`src/rtl/drp_pkg.sv`:
```
package drp_pkg;

    localparam logic [31:0] COOKIE       = 32'h63825363;
    localparam logic [7:0]  OPT_PAD      = 8'h00;
    localparam logic [7:0]  OPT_END      = 8'hff;
    localparam logic [7:0]  OPT_MASK     = 8'h01;
    localparam logic [7:0]  OPT_ROUTER   = 8'h03;
    localparam logic [7:0]  OPT_DNS      = 8'h06;
    localparam logic [7:0]  OPT_REQ_ADDR = 8'h32;
    localparam logic [7:0]  OPT_LEASE    = 8'h33;
    localparam logic [7:0]  OPT_MSG_TYPE = 8'h35;
    localparam logic [7:0]  OPT_SERVER   = 8'h36;

    localparam logic [7:0]  OP_REQUEST   = 8'd1;
    localparam logic [7:0]  MT_DISCOVER  = 8'd1;
    localparam logic [7:0]  MT_REQUEST   = 8'd3;
    localparam logic [7:0]  REPLY_NONE   = 8'd0;
    localparam logic [7:0]  REPLY_OFFER  = 8'd2;
    localparam logic [7:0]  REPLY_ACK    = 8'd5;

    localparam int QDEPTH = 4;
    localparam int QAW    = 2;

    localparam int RESULT_W = 304;

    typedef enum logic [2:0] {
        K_IGNORE     = 3'd0,
        K_OP         = 3'd1,
        K_XID        = 3'd2,
        K_HW         = 3'd3,
        K_COOKIE     = 3'd4,
        K_COOKIE_END = 3'd5,
        K_OPT        = 3'd6
    } kind_t;

    typedef struct packed {
        kind_t      kind;
        logic [7:0] data;
        logic       last;
    } queue_entry_t;

    typedef struct packed {
        logic [7:0]  reply_type;
        logic        magic_ok;
        logic [7:0]  message_type;
        logic [31:0] transaction_id;
        logic [47:0] client_hw_addr;
        logic [31:0] requested_addr;
        logic [31:0] server_id;
        logic [31:0] lease_seconds;
        logic [31:0] subnet_mask;
        logic [31:0] router_addr;
        logic [31:0] dns_addr;
        logic [7:0]  op_code;
    } result_t;

endpackage

```
`src/rtl/dhcp_request_parser.sv`:
```
// DHCP request parser.
// Input channel (s_*): one byte of the UDP payload per beat, s_tlast on the
// final byte of each message. Output channel (m_*): one result beat per
// message with the captured header fields, the option values, the cookie
// flag and the reply type.
// The front classifies each byte by its offset and writes it into a
// four-entry queue; the back runs the cookie check and the option walk at
// one byte per cycle. Throughput is one byte per cycle, set by the single
// byte the back consumes each cycle, while no closing byte waits for a
// busy output register. With the queue empty, the final byte is written
// into the queue and then, as it leaves, lands in the output register,
// which raises m_tvalid; bytes still queued ahead of it leave first.
// When m_tready is low a finished result waits in the output register while
// bytes of the next message keep flowing into the back; only the closing
// byte of the next message waits, and s_tready drops once the queue fills.
// Reset clears the byte counter, the queue and all captured fields; every
// emitted result also clears the parser for the next message.
module dhcp_request_parser import drp_pkg::*;
#(
    parameter int MAX_MESSAGE_BYTES = 300
)
(
    input  logic                clk,
    input  logic                rst_n,
    input  logic                s_tvalid,
    output logic                s_tready,
    input  logic [7:0]          s_tdata,   // data_byte
    input  logic                s_tlast,   // last_byte
    output logic                m_tvalid,
    input  logic                m_tready,
    // reply_type, magic_ok, message_type, transaction_id, client_hw_addr,
    // requested_addr, server_id, lease_seconds, subnet_mask, router_addr,
    // dns_addr, op_code, then zero fill
    output logic [RESULT_W-1:0] m_tdata
);

    logic         push;
    logic         pop;
    logic         empty;
    logic         full;
    queue_entry_t push_entry;
    queue_entry_t head_entry;
    result_t      result;

    drp_front #(
        .MAX_MESSAGE_BYTES (MAX_MESSAGE_BYTES)
    ) u_front (
        .clk        (clk),
        .rst_n      (rst_n),
        .s_tvalid   (s_tvalid),
        .s_tready   (s_tready),
        .s_tdata    (s_tdata),
        .s_tlast    (s_tlast),
        .queue_full (full),
        .push       (push),
        .push_entry (push_entry)
    );

    drp_queue u_queue (
        .clk        (clk),
        .rst_n      (rst_n),
        .push       (push),
        .push_entry (push_entry),
        .pop        (pop),
        .head_entry (head_entry),
        .empty      (empty),
        .full       (full)
    );

    drp_back u_back (
        .clk        (clk),
        .rst_n      (rst_n),
        .head_entry (head_entry),
        .empty      (empty),
        .pop        (pop),
        .out_valid  (m_tvalid),
        .out_ready  (m_tready),
        .out_result (result)
    );

    assign m_tdata = {7'd0, result.op_code, result.dns_addr, result.router_addr,
                      result.subnet_mask, result.lease_seconds, result.server_id,
                      result.requested_addr, result.client_hw_addr,
                      result.transaction_id, result.message_type, result.magic_ok,
                      result.reply_type};

endmodule

```
`src/rtl/drp_front.sv`:
```
module drp_front import drp_pkg::*;
#(
    parameter int MAX_MESSAGE_BYTES = 300
)
(
    input  logic         clk,
    input  logic         rst_n,
    input  logic         s_tvalid,
    output logic         s_tready,
    input  logic [7:0]   s_tdata,
    input  logic         s_tlast,
    input  logic         queue_full,
    output logic         push,
    output queue_entry_t push_entry
);

    localparam int POS_W = $clog2(MAX_MESSAGE_BYTES + 1);

    logic [POS_W-1:0] pos_reg;
    logic [POS_W-1:0] pos_next;
    kind_t            kind;

    assign s_tready = !queue_full;
    assign push     = s_tvalid && s_tready;

    // Classify each byte purely by its offset in the message.
    always_comb
    begin
        kind = K_IGNORE;
        if (pos_reg >= POS_W'(MAX_MESSAGE_BYTES))
            kind = K_IGNORE;
        else if (pos_reg == POS_W'(0))
            kind = K_OP;
        else if (pos_reg >= POS_W'(4) && pos_reg <= POS_W'(7))
            kind = K_XID;
        else if (pos_reg >= POS_W'(28) && pos_reg <= POS_W'(33))
            kind = K_HW;
        else if (pos_reg >= POS_W'(236) && pos_reg <= POS_W'(238))
            kind = K_COOKIE;
        else if (pos_reg == POS_W'(239))
            kind = K_COOKIE_END;
        else if (pos_reg >= POS_W'(240))
            kind = K_OPT;
    end

    assign push_entry.kind = kind;
    assign push_entry.data = s_tdata;
    assign push_entry.last = s_tlast;

    always_comb
    begin
        pos_next = pos_reg;
        if (push)
        begin
            if (s_tlast)
                pos_next = '0;
            else if (pos_reg < POS_W'(MAX_MESSAGE_BYTES))
                pos_next = pos_reg + POS_W'(1);
        end
    end

    always_ff @(posedge clk or negedge rst_n)
    begin
        if (!rst_n)
            pos_reg <= '0;
        else
            pos_reg <= pos_next;
    end

endmodule

```
`src/rtl/drp_queue.sv`:
```
module drp_queue import drp_pkg::*;
(
    input  logic         clk,
    input  logic         rst_n,
    input  logic         push,
    input  queue_entry_t push_entry,
    input  logic         pop,
    output queue_entry_t head_entry,
    output logic         empty,
    output logic         full
);

    queue_entry_t       mem_reg [QDEPTH];
    logic [QAW-1:0]     wr_ptr_reg;
    logic [QAW-1:0]     rd_ptr_reg;
    logic [QAW:0]       count_reg;
    logic [QAW:0]       count_next;

    assign empty      = (count_reg == '0);
    assign full       = (count_reg == (QAW+1)'(QDEPTH));
    assign head_entry = mem_reg[rd_ptr_reg];

    always_comb
    begin
        count_next = count_reg;
        if (push && !pop)
            count_next = count_reg + (QAW+1)'(1);
        else if (pop && !push)
            count_next = count_reg - (QAW+1)'(1);
    end

    always_ff @(posedge clk)
    begin
        if (push)
            mem_reg[wr_ptr_reg] <= push_entry;
    end

    always_ff @(posedge clk or negedge rst_n)
    begin
        if (!rst_n)
        begin
            wr_ptr_reg <= '0;
            rd_ptr_reg <= '0;
            count_reg  <= '0;
        end
        else
        begin
            if (push)
                wr_ptr_reg <= wr_ptr_reg + QAW'(1);
            if (pop)
                rd_ptr_reg <= rd_ptr_reg + QAW'(1);
            count_reg <= count_next;
        end
    end

    a_count_bound: assert property (@(posedge clk) disable iff (!rst_n)
        count_reg <= (QAW+1)'(QDEPTH))
        else $error("queue count beyond depth");

    a_no_overflow: assert property (@(posedge clk) disable iff (!rst_n)
        full && !pop |-> !push)
        else $error("push into a full queue");

endmodule

```
`src/rtl/drp_back.sv`:
```
module drp_back import drp_pkg::*;
(
    input  logic         clk,
    input  logic         rst_n,
    input  queue_entry_t head_entry,
    input  logic         empty,
    output logic         pop,
    output logic         out_valid,
    input  logic         out_ready,
    output result_t      out_result
);

    typedef enum logic [2:0] {
        PH_CODE  = 3'b001,
        PH_LEN   = 3'b010,
        PH_VALUE = 3'b100
    } phase_t;

    typedef struct packed {
        logic [7:0]  op;
        logic [7:0]  mt;
        logic        magic;
        logic [31:0] cookie;
        logic [31:0] xid;
        logic [47:0] hw;
        logic [31:0] req;
        logic [31:0] srv;
        logic [31:0] lease;
        logic [31:0] mask;
        logic [31:0] router;
        logic [31:0] dns;
    } cap_t;

    cap_t        cap_reg, cap_next, cap_upd;
    phase_t      phase_reg, phase_next, phase_upd;
    logic [7:0]  code_reg, code_next, code_upd;
    logic [7:0]  left_reg, left_next, left_upd;
    logic [31:0] vs_reg, vs_next, vs_upd;
    logic [2:0]  vc_reg, vc_next, vc_upd;
    logic        done_reg, done_next, done_upd;
    logic        out_valid_reg;
    result_t     out_result_reg;
    logic [31:0] cookie_sh;
    logic [7:0]  first_byte;
    logic [7:0]  reply;
    logic        finish;

    // A closing beat needs a free output slot; other beats always drain.
    assign pop    = !empty && (!head_entry.last || !out_valid_reg || out_ready);
    assign finish = pop && head_entry.last;

    always_comb
    begin
        cap_upd   = cap_reg;
        phase_upd = phase_reg;
        code_upd  = code_reg;
        left_upd  = left_reg;
        vs_upd    = vs_reg;
        vc_upd    = vc_reg;
        done_upd  = done_reg;
        cookie_sh = {cap_reg.cookie[23:0], head_entry.data};
        first_byte = 8'd0;
        case (head_entry.kind)
            K_OP:
                cap_upd.op = head_entry.data;
            K_XID:
                cap_upd.xid = {cap_reg.xid[23:0], head_entry.data};
            K_HW:
                cap_upd.hw = {cap_reg.hw[39:0], head_entry.data};
            K_COOKIE:
                cap_upd.cookie = cookie_sh;
            K_COOKIE_END:
            begin
                cap_upd.cookie = cookie_sh;
                if (cookie_sh == COOKIE)
                    cap_upd.magic = 1'b1;
            end
            K_OPT:
            begin
                if (cap_reg.magic && !done_reg)
                begin
                    case (phase_reg)
                        PH_CODE:
                        begin
                            if (head_entry.data == OPT_END)
                                done_upd = 1'b1;
                            else if (head_entry.data != OPT_PAD)
                            begin
                                code_upd  = head_entry.data;
                                phase_upd = PH_LEN;
                            end
                        end
                        PH_LEN:
                        begin
                            left_upd  = head_entry.data;
                            vs_upd    = 32'd0;
                            vc_upd    = 3'd0;
                            phase_upd = (head_entry.data == 8'd0) ? PH_CODE : PH_VALUE;
                        end
                        PH_VALUE:
                        begin
                            if (vc_reg < 3'd4)
                            begin
                                vs_upd = {vs_reg[23:0], head_entry.data};
                                vc_upd = vc_reg + 3'd1;
                            end
                            left_upd = left_reg - 8'd1;
                            if (left_upd == 8'd0)
                            begin
                                phase_upd = PH_CODE;
                                // The message type keeps the first value byte only.
                                case (vc_upd)
                                    3'd1:    first_byte = vs_upd[7:0];
                                    3'd2:    first_byte = vs_upd[15:8];
                                    3'd3:    first_byte = vs_upd[23:16];
                                    default: first_byte = vs_upd[31:24];
                                endcase
                                case (code_reg)
                                    OPT_MASK:     cap_upd.mask   = vs_upd;
                                    OPT_ROUTER:   cap_upd.router = vs_upd;
                                    OPT_DNS:      cap_upd.dns    = vs_upd;
                                    OPT_REQ_ADDR: cap_upd.req    = vs_upd;
                                    OPT_LEASE:    cap_upd.lease  = vs_upd;
                                    OPT_SERVER:   cap_upd.srv    = vs_upd;
                                    OPT_MSG_TYPE: cap_upd.mt     = first_byte;
                                    default:      cap_upd.mt     = cap_reg.mt;
                                endcase
                            end
                        end
                        default:
                            phase_upd = PH_CODE;
                    endcase
                end
            end
            default:
                cap_upd = cap_reg;
        endcase
    end

    always_comb
    begin
        reply = REPLY_NONE;
        if (cap_upd.op == OP_REQUEST && cap_upd.mt == MT_DISCOVER)
            reply = REPLY_OFFER;
        else if (cap_upd.op == OP_REQUEST && cap_upd.mt == MT_REQUEST)
            reply = REPLY_ACK;
    end

    always_comb
    begin
        cap_next   = cap_reg;
        phase_next = phase_reg;
        code_next  = code_reg;
        left_next  = left_reg;
        vs_next    = vs_reg;
        vc_next    = vc_reg;
        done_next  = done_reg;
        if (finish)
        begin
            cap_next   = '0;
            phase_next = PH_CODE;
            code_next  = 8'd0;
            left_next  = 8'd0;
            vs_next    = 32'd0;
            vc_next    = 3'd0;
            done_next  = 1'b0;
        end
        else if (pop)
        begin
            cap_next   = cap_upd;
            phase_next = phase_upd;
            code_next  = code_upd;
            left_next  = left_upd;
            vs_next    = vs_upd;
            vc_next    = vc_upd;
            done_next  = done_upd;
        end
    end

    always_ff @(posedge clk or negedge rst_n)
    begin
        if (!rst_n)
        begin
            cap_reg       <= '0;
            phase_reg     <= PH_CODE;
            code_reg      <= 8'd0;
            left_reg      <= 8'd0;
            vs_reg        <= 32'd0;
            vc_reg        <= 3'd0;
            done_reg      <= 1'b0;
            out_valid_reg <= 1'b0;
        end
        else
        begin
            cap_reg   <= cap_next;
            phase_reg <= phase_next;
            code_reg  <= code_next;
            left_reg  <= left_next;
            vs_reg    <= vs_next;
            vc_reg    <= vc_next;
            done_reg  <= done_next;
            if (finish)
                out_valid_reg <= 1'b1;
            else if (out_ready)
                out_valid_reg <= 1'b0;
        end
    end

    always_ff @(posedge clk)
    begin
        if (finish)
        begin
            out_result_reg.reply_type     <= reply;
            out_result_reg.magic_ok       <= cap_upd.magic;
            out_result_reg.message_type   <= cap_upd.mt;
            out_result_reg.transaction_id <= cap_upd.xid;
            out_result_reg.client_hw_addr <= cap_upd.hw;
            out_result_reg.requested_addr <= cap_upd.req;
            out_result_reg.server_id      <= cap_upd.srv;
            out_result_reg.lease_seconds  <= cap_upd.lease;
            out_result_reg.subnet_mask    <= cap_upd.mask;
            out_result_reg.router_addr    <= cap_upd.router;
            out_result_reg.dns_addr       <= cap_upd.dns;
            out_result_reg.op_code        <= cap_upd.op;
        end
    end

    assign out_valid  = out_valid_reg;
    assign out_result = out_result_reg;

    a_finish_shows: assert property (@(posedge clk) disable iff (!rst_n)
        finish |=> out_valid_reg)
        else $error("closing beat did not produce a result");

    a_done_needs_cookie: assert property (@(posedge clk) disable iff (!rst_n)
        done_reg |-> cap_reg.magic)
        else $error("option walk ended without a valid cookie");

endmodule

```
`config.mk`:
```
export PLATFORM = sky130hd
export DESIGN_NAME = dhcp_request_parser
export DESIGN_NICKNAME = d
export VERILOG_FILES = /design/src/rtl/drp_pkg.sv /design/src/rtl/dhcp_request_parser.sv /design/src/rtl/drp_front.sv /design/src/rtl/drp_queue.sv /design/src/rtl/drp_back.sv
export SDC_FILE = /design/constraint.sdc
export NUM_CORES = 1
export LEC_CHECK = 0
export BUFFER_PORTS_ARGS = -buffer_cell sky130_fd_sc_hd__clkbuf_2
export CORE_AREA = 2 2 294 296
export DETAILED_ROUTE_END_ITERATION = 8
export DIE_AREA = 0 0 296 298
export PLACE_DENSITY = 0.49
export SKIP_LAST_GASP = 1
export SYNTH_ARGS = -nofsm -noshare
export SYNTH_HDL_FRONTEND = slang
export SYNTH_SLANG_ARGS = --single-unit
```
`constraint.sdc`:
```
create_clock -name clk -period 8.43 [get_ports clk]
set_clock_uncertainty 0.2 [all_clocks]
set_input_delay 1.2645 -clock clk [delete_from_list [all_inputs] [get_ports clk]]
set_output_delay 1.2645 -clock clk [all_outputs]
set_load 0.01 [all_outputs]
```
==> results of run 1 <==
==> final cells by class <==
type	instances	area [sq um]
well taps	1144	1431
clock inverters	38	509.2
inverters	14	61.31
fillers	7981	50020
multi-input cells	1268	8851
repair buffers	354	1914
flip-flops and latches	724	19820
clock buffers	114	2272
==> logic make-up (layout without fill, tap and decap cells) <==
group / Yosys count / after routing / synth area share, %
adder cells (fa/ha/maj): 12 / 12 / 0.5354
XOR/XNOR: 15 / 15 / 0.4462
other: 1 / 12 / 0.01274
AO/OA/AOI/OAI: 621 / 621 / 15.41
buffers and inverters: 213 / 520 / 3.421
AND/OR/NAND/NOR: 469 / 469 / 7.262
multiplexers: 139 / 139 / 5.618
flip-flops: 724 / 724 / 67.30
==> synthesized netlist by cell type, types with 9 or more instances <==
library cell	instances	share of area, %
sky130_fd_sc_hd__a21oi_1	113	1.9
sky130_fd_sc_hd__a22o_1	105	3.1
sky130_fd_sc_hd__buf_1	11	0.14
sky130_fd_sc_hd__buf_2	31	0.53
sky130_fd_sc_hd__buf_4	15	0.38
sky130_fd_sc_hd__buf_6	15	0.57
sky130_fd_sc_hd__clkbuf_1	127	1.6
sky130_fd_sc_hd__dfrtp_1	384	33
sky130_fd_sc_hd__edfxtp_1	339	35
sky130_fd_sc_hd__ha_1	11	0.47
sky130_fd_sc_hd__inv_1	13	0.17
sky130_fd_sc_hd__mux2_2	90	3.4
sky130_fd_sc_hd__mux2i_1	37	1.3
sky130_fd_sc_hd__mux4_2	12	0.92
sky130_fd_sc_hd__nand2_1	211	2.7
sky130_fd_sc_hd__nand2b_1	9	0.19
sky130_fd_sc_hd__nand3_1	16	0.27
sky130_fd_sc_hd__nor2_1	142	1.8
sky130_fd_sc_hd__nor3_1	9	0.15
sky130_fd_sc_hd__nor4_1	14	0.30
sky130_fd_sc_hd__o21ai_0	41	0.70
sky130_fd_sc_hd__o21ai_1	78	1.3
sky130_fd_sc_hd__o21ai_2	32	0.95
sky130_fd_sc_hd__o2bb2ai_1	192	5.7
sky130_fd_sc_hd__o31ai_1	34	0.87
sky130_fd_sc_hd__xor2_1	9	0.27
==> power by group through the flow <==
stage               clock network [mW]  logic, mW  registers [mW]
finish                            3.65       3.66            5.26
global route                      3.92       4.00            5.36
CTS                               3.76       3.76            5.29
detailed placement                   0       3.75            5.34
global placement                     0       3.71            5.33
floorplan                            0       1.81            5.68
==> worst reg2reg max path, stage by stage (launching register included) <==
cell and delay [ns]:
sky130_fd_sc_hd__dfrtp_1 0.90, sky130_fd_sc_hd__mux4_2 0.67, sky130_fd_sc_hd__and3b_1 0.49, sky130_fd_sc_hd__nand4b_4 0.20, sky130_fd_sc_hd__nor4_4 0.25, sky130_fd_sc_hd__buf_4 0.56, sky130_fd_sc_hd__nand2_1 0.93, sky130_fd_sc_hd__o2bb2ai_1 0.39
==> through the flow <==
step	power, mW	hold WS [ns]
2_1_floorplan	7.497	0.2483
3_3_place_gp	9.038	0.2643
3_5_place_dp	9.095	0.2734
4_1_cts	12.80	0.2879
5_1_grt	13.27	0.2991
6_report	12.57	0.2870
==> worst max-delay path by stage <==
stage / start / to / slack (ns)
after detailed placement: u_queue.rd_ptr_reg[0]$_DFFE_PN0P_ / u_back.cap_reg[163]$_DFFE_PN0P_ / 3.67
final: u_queue.rd_ptr_reg[0]$_DFFE_PN0P_ / u_back.cap_reg[174]$_DFFE_PN0P_ / 3.73
after global placement: u_queue.rd_ptr_reg[0]$_DFFE_PN0P_ / u_back.cap_reg[186]$_DFFE_PN0P_ / 3.79
after global routing: u_queue.rd_ptr_reg[0]$_DFFE_PN0P_ / u_back.cap_reg[169]$_DFFE_PN0P_ / 3.35
after CTS: u_queue.rd_ptr_reg[0]$_DFFE_PN0P_ / u_back.cap_reg[184]$_DFFE_PN0P_ / 3.68
after floorplan: m_tready / u_back.phase_reg[0]$_DFFE_PN1P_ / 0.14
==> per-layer routing <==
metal  GRT usage [%]  share of wire, %  wire length [microns]
met2           29.60                49                  38650
met1           24.30                44                  35240
met4           4.846               1.9                   1527
met3           2.991               4.8                   3805
met5               0                 0                      0
==> results.py, run 1 <==
metrics = {
    "status": {
        "status": "finished, final reports clean",
    },
    "power": {
        "sw_frac_of_total_pct": 35.96,
        "power.combinational.fraction_pct": 29.1,
        "intPower_mw": 8.048,
        "power.switching_mw": 4.520,
        "pwr-share-clk_pct": 29.0,
        "power-per-cell-area_nw_per_um2": 360.6,
        "pwr-share-seq_pct": 41.8,
        "vdd_ir_drop_max_v": 0.0003073,
        "total_leakage_power_nw": 14.25,
    },
    "die": {
        "ios": 319,
        "coreArea_sq_um": 84880,
        "die_w_microns": 296,
        "rows": 107,
        "initial_utilization_pct": 34.69,
        "die_h_microns": 298,
        "floorplan.die_area_sq_um": 88210,
    },
    "worst_hold_path": {
        "worst_hold_path.num_cells": 1,
        "hold_end": "u_back.cap_reg[18]$_DFFE_PN0P_",
        "holdCritStartpoint": "u_back.cap_reg[18]$_DFFE_PN0P_",
        "worst_hold_class": "register to register",
    },
    "finish": {
        "final_common_cell": "sky130_fd_sc_hd__dfrtp_1",
        "finalCoreUtilization_pct": 41.07,
        "area_growth_syn_to_fin_pct": 18.38,
        "layout.cells.most_common_list": "sky130_fd_sc_hd__dfrtp_1 (383), sky130_fd_sc_hd__edfxtp_1 (339), sky130_fd_sc_hd__clkbuf_2 (305)",
        "n_antenna_cell": 0,
        "final_net_count": 2469,
        "final_cells": 3656,
        "largest_register_ff_count": 313,
        "finish.instance_area_sq_um": 34860,
        "final_layout_size_suffix_gt1_share_pct": 26.71,
    },
    "clock_network": {
        "holdBufCountCts": 0,
        "cts.repair_timing.setup_buffer_count": 0,
        "cts_tree": "built",
        "post_cts_resized": 0,
        "cts.root.buffer_cell": "sky130_fd_sc_hd__clkbuf_16",
        "clock_pin_slew_on_the_worst_setup_and_hold_paths_ns": 0.06,
        "clock_latency_ns": 0.63,
        "h-tree-depth": 3,
        "cts_inserted_buffers": 82,
        "cts_num_sinks": 724,
        "deepest_clock_path_buffer_count": 3,
    },
    "timing": {
        "final_max_slew_viol_count": 0,
        "period_utilization_post_route_pct": 55.74,
        "relSlewSlack_pct": 13.18,
        "finalCriticalPeriod_ns": 4.699,
        "setup_viol": 0,
        "timing.fmax_mhz": 212.8,
        "final-hold-violation-count": 0,
        "worst-slew-pin-transition_ns": 1.277,
        "post_route_setup_slack_ns": 3.731,
        "fin_tns_setup_ns": 0,
        "rsz0062_at_grt": "false",
    },
    "drt": {
        "vias_per_cell": 5.193,
        "vias": 18980,
        "detailedRoute.firstIterationViolations": 1290,
        "route.detailed.wl_per_inst_microns": 21.67,
        "route.detailed.drc": 0,
        "finalWirelength_microns": 79220,
        "drt.antenna.violating_nets": 0,
        "drt-pass1-iter-count": 7,
    },
    "yosys": {
        "synth_seq_area_share_pct": 67.30,
        "ys_ff_latch": 724,
        "synth_ff_type": "sky130_fd_sc_hd__dfrtp_1",
        "count_of_warnings_emitted_by_yosys": 0,
        "synthCells": 2194,
        "postSynth.asyncResetShare_pct": 53.18,
        "netlist-cell-type-count": 72,
        "synth_area_sq_um": 29440,
        "number_of_enable_type_register_cells_in_the_synthesized_netlist": 339,
        "synthesis.area_per_instance_sq_um": 13.42,
    },
    "worst_setup_path": {
        "critPathCaptureType": "register",
        "critical_path.slowest_cell": "sky130_fd_sc_hd__dfrtp_1",
        "crit-reg2reg-launch": "u_queue.rd_ptr_reg[0]$_DFFE_PN0P_",
        "critical_path.max_fanout": 66,
        "timing.reg2reg.worst_path_depth": 7,
        "timing.critical_path.buf_inv": 1,
        "worstSetupPathDepth": 7,
        "timing.critical_path.max_delay_family": "simple AND/OR/NAND/NOR gates",
        "worstPathRequired_ns": 8.74,
        "critical_path.max_stage_delay_ns": 0.90,
        "crit_type": "register to register",
        "worst_flop_to_flop_path_endpoint": "u_back.cap_reg[174]$_DFFE_PN0P_",
        "cells_along_the_critical_path": "mux4_2, and3b_1, nand4b_4, nor4_4, buf_4, nand2_1, o2bb2ai_1",
        "setup.reg_to_reg.worst_slack_ns": 3.73,
        "cp_data_arrival_time_ns": 5.01,
        "worst_setup_path_start_kind": "register",
    },
    "placement": {
        "post-dp-hpwl_microns": 50050,
        "routabilityCongestion": 0.7983,
        "post_detailed_placement_cell_area_sq_um": 32070,
        "place.port_buffers": 306,
        "dpl_worst_slack_ns": 3.669,
        "place_inst": 3504,
    },
    "global_route": {
        "maximum_number_of_pins_on_one_net_before_global_route_repair": 165,
        "globalRoute.totalOverflow": 0,
        "grt_first_pass_wirelength_microns": 121500,
        "gr-usage-all-layers_pct": 17.90,
        "grt_pass1_vias": 19180,
        "number_of_antenna_violations_at_the_first_check_in_global_routing": 0,
    },
    "job": {
        "drv_cap": 0,
    },
}
No activity file was read; power rests on OpenSTA's default activity.
==> run 2: changes to the inputs <==
clock period = 4.46 ns   (was 8.43 ns; I/O delays follow)
==> results.py, run 2 (synthesis gave the netlist of run 1 again) <==
metrics = {
    "status": {
        "status": "finished, final reports clean",
    },
    "finish": {
        "largest_register_ff_count": 313,
        "layout.cells.most_common_list": "sky130_fd_sc_hd__dfrtp_1 (383), sky130_fd_sc_hd__edfxtp_1 (339), sky130_fd_sc_hd__clkbuf_2 (305)",
        "area_growth_syn_to_fin_pct": 19.23,
        "num-fill-cells": 8037,
        "final_cells": 3676,
        "n_antenna_cell": 0,
        "area_used_by_multi_input_combinational_logic_sq_um": 8860,
        "final_common_cell": "sky130_fd_sc_hd__dfrtp_1",
        "seq_area_sq_um": 19820,
        "final_net_count": 2487,
        "finalCoreUtilization_pct": 41.36,
        "finish.instance_area_sq_um": 35110,
        "final_layout_size_suffix_gt1_share_pct": 27.41,
    },
    "power": {
        "sw_frac_of_total_pct": 36.36,
        "pwr-share-clk_pct": 29.0,
        "power.switching_mw": 8.721,
        "pwr-share-seq_pct": 41.5,
        "power-per-cell-area_nw_per_um2": 683.2,
        "intPower_mw": 15.26,
        "report.power.total_mw": 23.99,
        "power.combinational.fraction_pct": 29.5,
        "total_leakage_power_nw": 14.38,
        "vdd_ir_drop_max_v": 0.0006922,
    },
    "worst_setup_path": {
        "timing.critical_path.max_delay_family": "simple AND/OR/NAND/NOR gates",
        "cp_data_arrival_time_ns": 3.90,
        "worstPathRequired_ns": 4.60,
        "timing.critical_path.buf_inv": 1,
        "critPathCaptureType": "register",
        "critical_path.max_fanout": 48,
        "cells_along_the_critical_path": "mux4_2, and3b_1, nand4_4, or4_2, buf_4, nand2_1, o21ai_1",
        "critical_path.max_stage_delay_ns": 0.79,
        "crit_type": "register to register",
        "critical_path.slowest_cell": "sky130_fd_sc_hd__or4_2",
        "worst_setup_path_start_kind": "register",
    },
    "worst_hold_path": {
        "worst_hold_class": "input pin to register",
    },
    "placement": {
        "post_detailed_placement_cell_area_sq_um": 32290,
        "place_inst": 3520,
        "place.port_buffers": 306,
        "post-dp-hpwl_microns": 50710,
        "dpl_worst_slack_ns": 0.7131,
        "routabilityCongestion": 0.7947,
    },
    "drt": {
        "vias": 18990,
        "drt-pass1-iter-count": 5,
        "drt.antenna.violating_nets": 0,
        "finalWirelength_microns": 80430,
        "detailedRoute.firstIterationViolations": 1299,
        "vias_per_cell": 5.167,
        "route.detailed.drc": 0,
        "route.detailed.wl_per_inst_microns": 21.88,
    },
    "die": {
        "rows": 107,
        "die_h_microns": 298,
        "coreArea_sq_um": 84880,
        "die_w_microns": 296,
        "floorplan.die_area_sq_um": 88210,
        "initial_utilization_pct": 34.69,
        "ios": 319,
    },
    "global_route": {
        "globalRoute.totalOverflow": 0,
        "global_route.usage.met3_pct": 3.111,
        "global_route_track_usage_on_met2_pct": 30.04,
        "grt_first_pass_wirelength_microns": 122500,
        "number_of_antenna_violations_at_the_first_check_in_global_routing": 2,
        "gr-usage-all-layers_pct": 18.15,
        "maximum_number_of_pins_on_one_net_before_global_route_repair": 164,
        "groute.layer.met1.usage_pct": 24.70,
        "grt_busiest_layer": "met2",
        "grt_pass1_vias": 19070,
    },
    "clock_network": {
        "h-tree-depth": 3,
        "cts_tree": "built",
        "clock_pin_slew_on_the_worst_setup_and_hold_paths_ns": 0.06,
        "cts_inserted_buffers": 83,
        "cts_num_sinks": 724,
        "deepest_clock_path_buffer_count": 3,
        "clock_latency_ns": 0.64,
        "cts.root.buffer_cell": "sky130_fd_sc_hd__clkbuf_16",
    },
    "timing": {
        "final-hold-violation-count": 0,
        "timing.fmax_mhz": 266.5,
        "post_route_setup_slack_ns": 0.7071,
        "final_max_slew_viol_count": 0,
        "finalCriticalPeriod_ns": 3.753,
        "final.hold.worst_slack_ns": 0.05125,
        "worst-slew-pin-transition_ns": 1.180,
        "relSlewSlack_pct": 19.76,
        "rsz0062_at_grt": "false",
        "period_utilization_post_route_pct": 84.14,
        "setup_viol": 0,
        "fin_tns_setup_ns": 0,
    },
    "job": {
        "drv_cap": 0,
    },
}
run 2: final timing paths:
| check | start | endpoint | slack (ns) | depth (start not counted) |
|---|---|---|---|---|
| worst min-delay path | s_tdata[3] | u_queue.mem_reg[0][4]$_DFFE_PP_ | 0.05 | 1 |
| min in group asynchronous | rst_n | u_back.cap_reg[121]$_DFFE_PN0P_ | 0.41 | 2 |
| max in group asynchronous | rst_n | u_back.cap_reg[262]$_DFFE_PN0P_ | 2.51 | 3 |
| worst max-delay path | u_queue.rd_ptr_reg[0]$_DFFE_PN0P_ | u_back.out_result[81]$_DFFE_PP_ | 0.71 | 7 |
| worst min register to register | u_back.vs_reg[27]$_DFFE_PN0P_ | u_back.vs_reg[27]$_DFFE_PN0P_ | 0.27 | 2 |
| worst max register to register | u_queue.rd_ptr_reg[0]$_DFFE_PN0P_ | u_back.out_result[81]$_DFFE_PP_ | 0.71 | 7 |
run 2: power by group through the flow:
stage	sequential, mW	clock (mW)	combinational, mW
after detailed placement	10.1	0	7.30
after CTS	10.0	7.16	7.33
after floorplan	10.1	0	3.35
final	9.95	6.94	7.09
after global placement	10.1	0	7.22
after global routing	10.1	7.41	7.71
run 2: what timing repair did:
action,4_1_cts,5_1_grt
hold buffers,1,0
endpoints found under the hold margin,59,0
buffers inserted,0,0
gates resized for setup,0,0
run 2: layout make-up:
type,instances,area share (%)
clock buffers,112,6.629
flip-flops and latches,724,56.45
multi-input cells,1268,25.24
inverters,14,0.1639
clock inverters,43,1.376
well taps,1144,4.077
repair buffers,371,6.073
run 2: metal layers:
| metal | wire length [microns] | vias to the layer above |
|---|---|---|
| met4 | 1541 | 4 |
| met5 | 29 | - |
| li1 | - | 8734 |
| met1 | 35350 | 9640 |
| met2 | 39240 | 501 |
| met3 | 4272 | 114 |
==> run 3: changes to the inputs <==
clock period = 3.5 ns   (was 4.46 ns; I/O delays follow)
==> results.py, run 3 (synthesis gave the netlist of run 1 again) <==
metrics = {
    "worst_setup_path": {
        "critPathCaptureType": "register",
        "crit-reg2reg-launch": "u_queue.rd_ptr_reg[0]$_DFFE_PN0P_",
        "cp_data_arrival_time_ns": 3.54,
        "worstPathRequired_ns": 3.76,
        "worst_setup_path_startpoint": "u_queue.rd_ptr_reg[0]$_DFFE_PN0P_",
        "worst_setup_path_start_kind": "register",
        "critical_path.max_fanout": 15,
        "crit_type": "register to register",
    },
    "global_route": {
        "number_of_antenna_violations_at_the_first_check_in_global_routing": 0,
        "globalRoute.totalOverflow": 0,
        "grt_pass1_vias": 19560,
        "maximum_number_of_pins_on_one_net_before_global_route_repair": 101,
        "grt_first_pass_wirelength_microns": 124200,
        "gr-usage-all-layers_pct": 18.35,
    },
    "timing": {
        "timing.fmax_mhz": 305.1,
        "final_max_slew_viol_count": 0,
        "rsz0062_at_grt": "false",
        "final-hold-violation-count": 0,
        "worst-slew-pin-transition_ns": 1.093,
        "relSlewSlack_pct": 26.84,
        "setup_viol": 0,
        "post_route_setup_slack_ns": 0.2221,
        "finalCriticalPeriod_ns": 3.278,
        "fin_tns_setup_ns": 0,
        "period_utilization_post_route_pct": 93.65,
    },
    "clock_network": {
        "cts.repair_timing.setup_buffer_count": 0,
        "cts_num_sinks": 724,
        "cts.root.buffer_cell": "sky130_fd_sc_hd__clkbuf_16",
        "clock_pin_slew_on_the_worst_setup_and_hold_paths_ns": 0.06,
        "deepest_clock_path_buffer_count": 3,
        "clock_latency_ns": 0.62,
        "cts_tree": "built",
        "cts_inserted_buffers": 82,
        "h-tree-depth": 3,
    },
    "die": {
        "floorplan.die_area_sq_um": 88210,
        "rows": 107,
        "initial_utilization_pct": 34.69,
        "die_w_microns": 296,
        "die_h_microns": 298,
        "ios": 319,
        "coreArea_sq_um": 84880,
    },
    "status": {
        "status": "finished, final reports clean",
    },
    "finish": {
        "layout.cells.most_common_list": "sky130_fd_sc_hd__dfrtp_1 (383), sky130_fd_sc_hd__edfxtp_1 (339), sky130_fd_sc_hd__clkbuf_2 (305)",
        "finish.instance_area_sq_um": 35490,
        "final_net_count": 2529,
        "num-fill-cells": 7943,
        "final_common_cell": "sky130_fd_sc_hd__dfrtp_1",
        "largest_register_ff_count": 313,
        "n_antenna_cell": 0,
        "final_layout_size_suffix_gt1_share_pct": 28.14,
        "area_growth_syn_to_fin_pct": 20.54,
    },
    "power": {
        "power-per-cell-area_nw_per_um2": 869.8,
        "report.power.total_mw": 30.87,
        "total_leakage_power_nw": 14.57,
        "vdd_ir_drop_max_v": 0.0006937,
    },
    "placement": {
        "dpl_worst_slack_ns": 0.1237,
        "routabilityCongestion": 0.7652,
        "post-dp-hpwl_microns": 52210,
        "post_detailed_placement_cell_area_sq_um": 32620,
        "place.port_buffers": 306,
    },
    "drt": {
        "vias": 19300,
        "detailedRoute.firstIterationViolations": 1348,
        "finalWirelength_microns": 81120,
        "detail_route.wirelength.met1_microns": 35740,
        "highest_metal_layer_with_signal_wires": "met4",
        "vias_per_cell": 5.192,
        "route.detailed.wl_per_inst_microns": 21.82,
        "met3_wirelength_microns": 4188,
        "drt-pass1-iter-count": 5,
        "detailroute.wirelength.met2_microns": 39640,
        "drt.antenna.violating_nets": 0,
        "route.detailed.drc": 0,
    },
    "worst_hold_path": {
        "holdCritStartpoint": "m_tready",
        "worst_hold_class": "input pin to register",
    },
    "job": {
        "drv_cap": 0,
    },
}
-- run 3: cell types whose count changed in the layout (fill, tap and decap cells not counted), sizes merged --
cell,before,now
inv,15,16
buf,65,99
clkinv,30,26
dlygate4sd3,1,10
clkinvlp,5,6
bufinv,7,9
clkbuf,417,415
-- run 3: area by class of cell --
class | instances | area (sq um) | share of cell area, %
Sequential cell | 724 | 19820 | 55.83
Clock inverter | 43 | 501.7 | 1.414
Tap cell | 1144 | 1431 | 4.033
Inverter | 14 | 57.56 | 0.1622
Timing Repair Buffer | 414 | 2552 | 7.191
Multi-Input combinational cell | 1268 | 8865 | 24.98
Clock buffer | 110 | 2268 | 6.391
-- run 3: path summary, 6_finish.rpt --
| kind | to | slack (ns) | cells past startpoint |
|---|---|---|---|
| min in group asynchronous | u_back.cap_reg[190]$_DFFE_PN0P_ | 0.23 | 2 |
| worst min register to register | u_back.vs_reg[27]$_DFFE_PN0P_ | 0.28 | 2 |
| max in group asynchronous | u_back.cap_reg[252]$_DFFE_PN0P_ | 1.91 | 3 |
| worst max-delay path | u_back.code_reg[4]$_DFFE_PN0P_ | 0.22 | 7 |
| worst min-delay path | u_back.out_valid$_DFFE_PN0P_ | 0.14 | 3 |
| worst max register to register | u_back.code_reg[4]$_DFFE_PN0P_ | 0.22 | 7 |
-- run 3: routing by layer --
layer / up-vias / global-route usage [%]
met4: 0 / 4.377
met2: 522 / 30.12
met1: 9867 / 25.36
li1: 8796 / -
met5: - / 0
met3: 113 / 3.081
-- run 3: worst max-delay path, stage by stage, from the launching register on --
cell	delay, ns
sky130_fd_sc_hd__dfrtp_1	0.37
sky130_fd_sc_hd__buf_4	0.29
sky130_fd_sc_hd__mux4_2	0.66
sky130_fd_sc_hd__a21oi_2	0.20
sky130_fd_sc_hd__clkinv_2	0.13
sky130_fd_sc_hd__or4_4	0.52
sky130_fd_sc_hd__a211oi_4	0.56
sky130_fd_sc_hd__o21ai_0	0.19
-- run 3: what timing repair did --
action / 4_1_cts / 5_1_grt
hold endpoints to repair: 71 / 0
hold buffers: 10 / 0
resized for setup: 0 / 1
endpoints found under the setup margin: 0 / 1
-- run 3: where the power goes --
group | internal, mW | switching, mW | total, mW
combinational | 2.89 | 6.54 | 9.43
sequential | 11.6 | 1.02 | 12.6
clock | 5.25 | 3.58 | 8.84
-- run 3: metrics by stage --
stage	cells	utilization, %	hold WS [ns]
final	3717	41.82	0.1399
after global routing	3717	41.82	0.1610
after CTS	3717	41.81	0.1208
after detailed placement	3554	38.43	0.2485
after global placement	3554	38.43	0.2479
after floorplan	2205	-	0.02941
